`src/sb2da_pkg.sv`:
```
package sb2da_pkg;

	// Widths of the conversion datapath
	localparam int MagWidth      = 32;
	localparam int DigitCount    = 10;
	localparam int BcdWidth      = 4 * DigitCount;
	localparam int StepsPerStage = 8;
	localparam int LenWidth      = 4;

	// ASCII codes emitted on the character port
	localparam logic [7:0] AsciiMinus = 8'h2D;
	localparam logic [3:0] AsciiDigitHigh = 4'h3;

	// Converted item handed from the conversion pipe to the serializer
	typedef struct packed {
		logic                neg;
		logic [BcdWidth-1:0] bcd;
	} bcd_word_t;

endpackage

```
`src/sb2da_convert_pipe.sv`:
```
module sb2da_convert_pipe (
	input  logic                                 clk,
	input  logic                                 arst_n,
	input  logic                                 in_valid,
	input  logic signed [sb2da_pkg::MagWidth-1:0] value,
	output logic                                 in_ready,
	output logic                                 out_valid,
	output sb2da_pkg::bcd_word_t                 out_word,
	input  logic                                 out_ready
);

	typedef struct packed {
		logic [sb2da_pkg::BcdWidth-1:0] bcd;
		logic [sb2da_pkg::MagWidth-1:0] bin;
	} dabble_t;

	// Eight shift-and-add-3 steps, one input bit each, MSB first
	function automatic dabble_t dabble_steps(input dabble_t d_in);
		dabble_t d;
		d = d_in;
		for (int s = 0; s < sb2da_pkg::StepsPerStage; s++) begin
			for (int k = 0; k < sb2da_pkg::DigitCount; k++) begin
				if (d.bcd[4*k +: 4] >= 4'd5) begin
					d.bcd[4*k +: 4] = d.bcd[4*k +: 4] + 4'd3;
				end
			end
			d = {d.bcd[sb2da_pkg::BcdWidth-2:0], d.bin, 1'b0};
		end
		return d;
	endfunction

	logic                            valid_s1, valid_s2, valid_s3, valid_s4, valid_s5;
	logic                            neg_s1, neg_s2, neg_s3, neg_s4, neg_s5;
	logic [sb2da_pkg::MagWidth-1:0]  mag_s1;
	dabble_t                         word_s2, word_s3, word_s4, word_s5;
	logic                            ready_s1, ready_s2, ready_s3, ready_s4, ready_s5;
	logic [sb2da_pkg::MagWidth-1:0]  bits;
	dabble_t                         next_s2, next_s3, next_s4, next_s5;

	// Backpressure: a stage takes data when empty or when it moves on
	assign ready_s5 = !valid_s5 || out_ready;
	assign ready_s4 = !valid_s4 || ready_s5;
	assign ready_s3 = !valid_s3 || ready_s4;
	assign ready_s2 = !valid_s2 || ready_s3;
	assign ready_s1 = !valid_s1 || ready_s2;
	assign in_ready = ready_s1;

	assign bits    = value;
	assign next_s2 = dabble_steps('{bcd: '0, bin: mag_s1});
	assign next_s3 = dabble_steps(word_s2);
	assign next_s4 = dabble_steps(word_s3);
	assign next_s5 = dabble_steps(word_s4);

	// Valid bits
	always_ff @(posedge clk or negedge arst_n) begin
		if (!arst_n) begin
			valid_s1 <= 1'b0;
			valid_s2 <= 1'b0;
			valid_s3 <= 1'b0;
			valid_s4 <= 1'b0;
			valid_s5 <= 1'b0;
		end else begin
			if (ready_s1) valid_s1 <= in_valid;
			if (ready_s2) valid_s2 <= valid_s1;
			if (ready_s3) valid_s3 <= valid_s2;
			if (ready_s4) valid_s4 <= valid_s3;
			if (ready_s5) valid_s5 <= valid_s4;
		end
	end

	// Stage 1: sign and magnitude; stages 2-5: eight dabble steps each
	always_ff @(posedge clk) begin
		if (ready_s1 && in_valid) begin
			neg_s1 <= bits[sb2da_pkg::MagWidth-1];
			mag_s1 <= bits[sb2da_pkg::MagWidth-1] ? (sb2da_pkg::MagWidth'(0) - bits) : bits;
		end
		if (ready_s2 && valid_s1) begin
			neg_s2  <= neg_s1;
			word_s2 <= next_s2;
		end
		if (ready_s3 && valid_s2) begin
			neg_s3  <= neg_s2;
			word_s3 <= next_s3;
		end
		if (ready_s4 && valid_s3) begin
			neg_s4  <= neg_s3;
			word_s4 <= next_s4;
		end
		if (ready_s5 && valid_s4) begin
			neg_s5  <= neg_s4;
			word_s5 <= next_s5;
		end
	end

	assign out_valid    = valid_s5;
	assign out_word.neg = neg_s5;
	assign out_word.bcd = word_s5.bcd;

endmodule

```
`src/sb2da_serializer.sv`:
```
module sb2da_serializer (
	input  logic                                clk,
	input  logic                                arst_n,
	input  logic                                in_valid,
	input  sb2da_pkg::bcd_word_t                in_word,
	output logic                                in_ready,
	output logic                                strobe,
	output logic [7:0]                          character,
	output logic [sb2da_pkg::LenWidth-1:0]      total_length,
	output logic                                last
);

	logic [sb2da_pkg::LenWidth-1:0] rem_q;
	logic [sb2da_pkg::LenWidth-1:0] len_q;
	logic                           minus_q;
	logic [sb2da_pkg::BcdWidth-1:0] digits_q;
	logic [sb2da_pkg::LenWidth-1:0] ndig;
	logic [sb2da_pkg::LenWidth-1:0] lead;
	logic                           load;

	// Significant digit count, at least one
	always_comb begin
		ndig = sb2da_pkg::LenWidth'(1);
		for (int k = 0; k < sb2da_pkg::DigitCount; k++) begin
			if (in_word.bcd[4*k +: 4] != 4'd0) begin
				ndig = sb2da_pkg::LenWidth'(k + 1);
			end
		end
		lead = sb2da_pkg::LenWidth'(sb2da_pkg::DigitCount) - ndig;
	end

	// Take a new item while idle or while the last character goes out
	assign in_ready = (rem_q == '0) || (rem_q == sb2da_pkg::LenWidth'(1));
	assign load     = in_valid && in_ready;

	always_ff @(posedge clk or negedge arst_n) begin
		if (!arst_n) begin
			rem_q <= '0;
		end else if (load) begin
			rem_q <= ndig + sb2da_pkg::LenWidth'(in_word.neg);
		end else if (rem_q != '0) begin
			rem_q <= rem_q - sb2da_pkg::LenWidth'(1);
		end
	end

	// Digits left-aligned so the next one is always the top nibble
	always_ff @(posedge clk) begin
		if (load) begin
			len_q    <= ndig + sb2da_pkg::LenWidth'(in_word.neg);
			minus_q  <= in_word.neg;
			digits_q <= in_word.bcd << {lead, 2'b00};
		end else if (rem_q != '0) begin
			if (minus_q) begin
				minus_q <= 1'b0;
			end else begin
				digits_q <= {digits_q[sb2da_pkg::BcdWidth-5:0], 4'd0};
			end
		end
	end

	assign strobe       = (rem_q != '0);
	assign character    = minus_q ? sb2da_pkg::AsciiMinus
	                              : {sb2da_pkg::AsciiDigitHigh,
	                                 digits_q[sb2da_pkg::BcdWidth-1 -: 4]};
	assign total_length = len_q;
	assign last         = (rem_q == sb2da_pkg::LenWidth'(1));

endmodule

```
`src/signed_binary_to_decimal_ascii.sv`:
```
// Path: an item taken with start passes the conversion pipe stages s1 to s5 in order and is then
// loaded into the serializer, which puts its first character on the ports.
// Throughput: each item leaves as total_length characters (1 to 11) from the one-character-per-cycle
// serializer; the five-stage conversion pipe accepts a new item every cycle while it has room.
// busy is high while the pipe is full behind the serializer; the receiver cannot stall.
// Reset: arst_n clears all valid bits and the character count; no item is in flight after it.
module signed_binary_to_decimal_ascii (
	input  logic                                  clk,
	input  logic                                  arst_n,
	input  logic                                  start,
	input  logic signed [sb2da_pkg::MagWidth-1:0] value,
	output logic                                  busy,
	output logic                                  strobe,
	output logic [7:0]                            character,
	output logic [sb2da_pkg::LenWidth-1:0]        total_length,
	output logic                                  last
);

	logic                 pipe_ready;
	logic                 conv_valid;
	logic                 ser_ready;
	sb2da_pkg::bcd_word_t conv_word;

	assign busy = !pipe_ready;

	// Sign, magnitude and binary-to-BCD conversion
	sb2da_convert_pipe u_pipe (
		.clk       (clk),
		.arst_n    (arst_n),
		.in_valid  (start),
		.value     (value),
		.in_ready  (pipe_ready),
		.out_valid (conv_valid),
		.out_word  (conv_word),
		.out_ready (ser_ready)
	);

	// One character per cycle, minus sign first
	sb2da_serializer u_ser (
		.clk          (clk),
		.arst_n       (arst_n),
		.in_valid     (conv_valid),
		.in_word      (conv_word),
		.in_ready     (ser_ready),
		.strobe       (strobe),
		.character    (character),
		.total_length (total_length),
		.last         (last)
	);

endmodule

```
`config.mk`:
```
export PLATFORM = sky130hd
export DESIGN_NAME = signed_binary_to_decimal_ascii
export DESIGN_NICKNAME = d
export VERILOG_FILES = /design/src/sb2da_pkg.sv /design/src/sb2da_convert_pipe.sv /design/src/sb2da_serializer.sv /design/src/signed_binary_to_decimal_ascii.sv
export SDC_FILE = /design/constraint.sdc
export NUM_CORES = 1
export LEC_CHECK = 0
export ABC_AREA = 0
export BUFFER_PORTS_ARGS = -buffer_cell sky130_fd_sc_hd__buf_2
export CELL_PAD_IN_SITES_DETAIL_PLACEMENT = 0
export CELL_PAD_IN_SITES_GLOBAL_PLACEMENT = 1
export CORE_ASPECT_RATIO = 1.1
export CORE_UTILIZATION = 40
export CTS_CLUSTER_DIAMETER = 50
export DETAILED_ROUTE_END_ITERATION = 12
export GPL_TIMING_DRIVEN = 0
export PLACE_DENSITY = 0.79
export SETUP_SLACK_MARGIN = 0.1
export SYNTH_ARGS = -nofsm -noshare
export SYNTH_HDL_FRONTEND = slang
export SYNTH_SLANG_ARGS = --single-unit
export TNS_END_PERCENT = 10
```
`constraint.sdc`:
```
create_clock -name clk -period 6.6 [get_ports clk]
set_input_delay 0.33 -clock clk [delete_from_list [all_inputs] [get_ports clk]]
set_output_delay 0.33 -clock clk [all_outputs]
set_load 0.01 [all_outputs]
```
==> results.sh <==
export IMPL_clock_sinks=241
export IMPL_slew_headroom=0.2052
export IMPL_fin_crit_sh=0.9539
export IMPL_critical_path_buf_inv_count=11
export IMPL_dieArea_sq_um=74050
export IMPL_worst_pin_slew_ns=1.181
export IMPL_routed_wl_microns=70100
export IMPL_synth_compound_area_share=0.3072
export IMPL_grt_first_pass_wirelength_microns=115100
export IMPL_root_buffer="clkbuf_16"
export IMPL_netlist_instances=3598
export IMPL_std_cell_rows=103
export IMPL_io_pins=50
export IMPL_fin_ws_ns=0.3042
export IMPL_post_route_min_period_ns=6.296
export IMPL_maxSlewViolCount=0
export IMPL_synth_xor_area_share=0.04600
export IMPL_drive_gt1_frac=0.2378
export IMPL_critPathKind="reg -> reg"
export IMPL_nets=4067
export IMPL_wl_met2_microns=34280
export IMPL_drt_iter0_drc=1935
export IMPL_synth_area_per_cell_sq_um=8.111
export IMPL_port_buffers=46
export IMPL_top_layer="met4"
export IMPL_worstPathArrival_ns=6.58
export IMPL_insertion_delay_ns=0.56
export IMPL_drt_met1_wl_microns=32640
export IMPL_synth_top_area_share=0.2387
export IMPL_yosys_top_cells_area="edfxtp_1, ha_1, mux2i_1, a21oi_1, o21ai_0"
export IMPL_start_util=0.4051
export IMPL_timing_fmax_mhz=158.8
export IMPL_finalHoldViolations=0
export IMPL_remaining_drc_errors=0
export IMPL_slowest_delay_ns=0.49
export IMPL_synthAdderAreaFrac=0.06517
export IMPL_outcome="complete, no violations"
export IMPL_crit_family="compound AO/OA/AOI/OAI gates"
export IMPL_place_inst=4592
export IMPL_cts_buffers=40
export IMPL_final_common_cell="nand2_1"
export IMPL_mostFrequentLayoutCells="nand2_1, nor2_1, edfxtp_1"
export IMPL_cts_path_max_buffers=3
export IMPL_critPathLaunchType="flip-flop"
export IMPL_met3RoutedLength_microns=2055
export IMPL_cts_tree="built"
export IMPL_antenna_found_initial=0
export IMPL_dpl_hpwl_microns=50140
export IMPL_ys_seq_area_frac=0.2464
export IMPL_crit_top_cell="inv_1"
export IMPL_syn2layout_area_growth_pct=22.85
export IMPL_clk_pin_slew_ns=0.06
export IMPL_ys_flop_type="edfxtp_1"
export IMPL_fin_cells=4860
export IMPL_fp_dieW_microns=259.5
export IMPL_overflow=0
export IMPL_gp_congestion=0.8641
export IMPL_muxShareOfSynthArea=0.08236
export IMPL_synth_area_leader_cell="edfxtp_1"
export IMPL_fp_coreArea_sq_um=72040
export IMPL_synth_seq_cells=241
export IMPL_synth_simple_area_share=0.2043
export IMPL_whs_ns=0.07833
export IMPL_rsz0062_at_grt="yes"
export IMPL_drt_wirelength_per_cell_microns=14.42
export IMPL_cp_end_kind="flip-flop"
export IMPL_grtUsageTotal=0.1762
export IMPL_grt_max_degree=42
export IMPL_dp_slack_ns=-0.7948
export IMPL_setup_violations=0
export IMPL_ant_nets=0
export IMPL_fp_dieH_microns=285.3
export IMPL_viasPerCell=5.722
export IMPL_ys_types=128
export IMPL_cp_slowest_cell="o41a_1"
export IMPL_worst_clock_skew_ns=0.02022
export IMPL_diodes=0
export IMPL_cp_required_ns=6.89
export IMPL_yosysWarnings=0
export IMPL_hp_class="in -> reg"
export IMPL_async_flop_share=0.03734
export IMPL_synth_top_family_by_area="compound AO/OA/AOI/OAI gates"
export IMPL_first_pass_iters=6
export IMPL_synth_area_sq_um=29180
export IMPL_vias=27810
export IMPL_grt_pass1_vias=25260
export IMPL_synth_edf_count=232
export IMPL_critPathMaxFanout=6
export IMPL_max_cap_violations=0
export IMPL_h_tree_depth=2
==> state kept, by name (all words and copies together), names as in the netlist, 4 cells and up <==
register and count:
u_pipe.word_s2 17, u_ser.rem_q 4, u_pipe.out_word 40, u_ser.digits_q 40, u_pipe.word_s3 28, u_pipe.next_s4 9, u_pipe.word_s4 38, u_ser.total_length 4
u_pipe.next_s3 17, u_pipe.mag_s1 32
==> through the flow <==
step	cell area [sq um]	utilization	TNS, ns
floorplan	29210	-	0
global placement	30620	0.4251	-25.04
detailed placement	30690	0.4260	-27.28
CTS	33050	0.4587	-0.01370
global route	35850	0.4977	-0.2421
finish	35850	0.4977	0
==> final timing paths <==
kind                                              start                             to  slack [ns]  cells past startpoint
setup / recovery           u_pipe.word_s4[60]$_DFFE_PP_  u_pipe.out_word[38]$_DFFE_PP_        0.30                     38
hold / removal                                 value[9]     u_pipe.mag_s1[9]$_DFFE_PP_        0.08                      2
setup reg to reg           u_pipe.word_s4[60]$_DFFE_PP_  u_pipe.out_word[38]$_DFFE_PP_        0.30                     38
max in group asynchronous                        arst_n    u_pipe.valid_s2$_DFFE_PN0P_        6.18                      2
min in group asynchronous                        arst_n    u_pipe.valid_s1$_DFFE_PN0N_        0.21                      2
hold reg to reg              u_pipe.mag_s1[2]$_DFFE_PP_   u_pipe.next_s3[18]$_DFFE_PP_        0.42                      0
==> worst reg2reg max path, delay by kind of cell, from the launching register on <==
family / cells / cell delay, ns
XOR/XNOR: 2 / 0.25
AO/OA/AOI/OAI: 11 / 2.27
buffers and inverters: 11 / 1.03
adder cells (fa/ha/maj): 6 / 1.07
flip-flops: 1 / 0.41
multiplexers: 2 / 0.31
AND/OR/NAND/NOR: 6 / 0.71
==> kinds of logic after synthesis <==
logic type               Yosys count
multiplexers                     222
adder cells (fa/ha/maj)          153
AND/OR/NAND/NOR                 1198
AO/OA/AOI/OAI                   1287
buffers and inverters            353
other                              2
XOR/XNOR                         142
flip-flops                       241
==> final cells by class <==
cell class                      instances  area, sq um
Clock inverter                         23        254.0
Clock buffer                           50         1080
Buffer                                127        639.4
Multi-Input combinational cell       3005        22900
Fill cell                            6801        36190
Timing Repair Buffer                  246         1772
Inverter                              223        837.1
Tap cell                              945         1182
Sequential cell                       241         7192
==> metal layers <==
layer,vias up,GRT usage
met1,13070,0.2321
met5,-,0
li1,14270,-
met2,394,0.3069
met3,81,0.01938
met4,0,0.03956
==> cell usage after synthesis, drive strengths merged (18+ instances only) <==
master and count:
buf 41, a22o 18, o221ai 19, a221oi 23, o211ai 70, nand2 293, nor2 299, a21oi 257
ha 148, mux2i 155, a22oi 30, and3 49, o21ai 285, and2 65, or3 32, clkbuf 89
nor4 21, nor3 103, o211a 22, or2 43, nor2b 31, xnor2 104, o31ai 26, inv 222
xor2 36, a31oi 59, o21a 33, o21bai 26, a211oi 64, a21o 54, nand3 94, edfxtp 232
mux2 64, a21boi 31, o22ai 41, nand2b 90, a211o 35
==> timing repair <==
| item | CTS | global route |
|---|---|---|
| setup buffers | 43 | 152 |
| pin swaps | 31 | 144 |
| endpoints found under the setup margin | 71 | 74 |
| gates resized for setup | 148 | 411 |
| hold buffers | 3 | 0 |
| endpoints found under the hold margin | 11 | 0 |
Power is left out: the tool's default activity adds up to more than one toggle a clock period on the data nets, which glitch-free logic cannot reach.
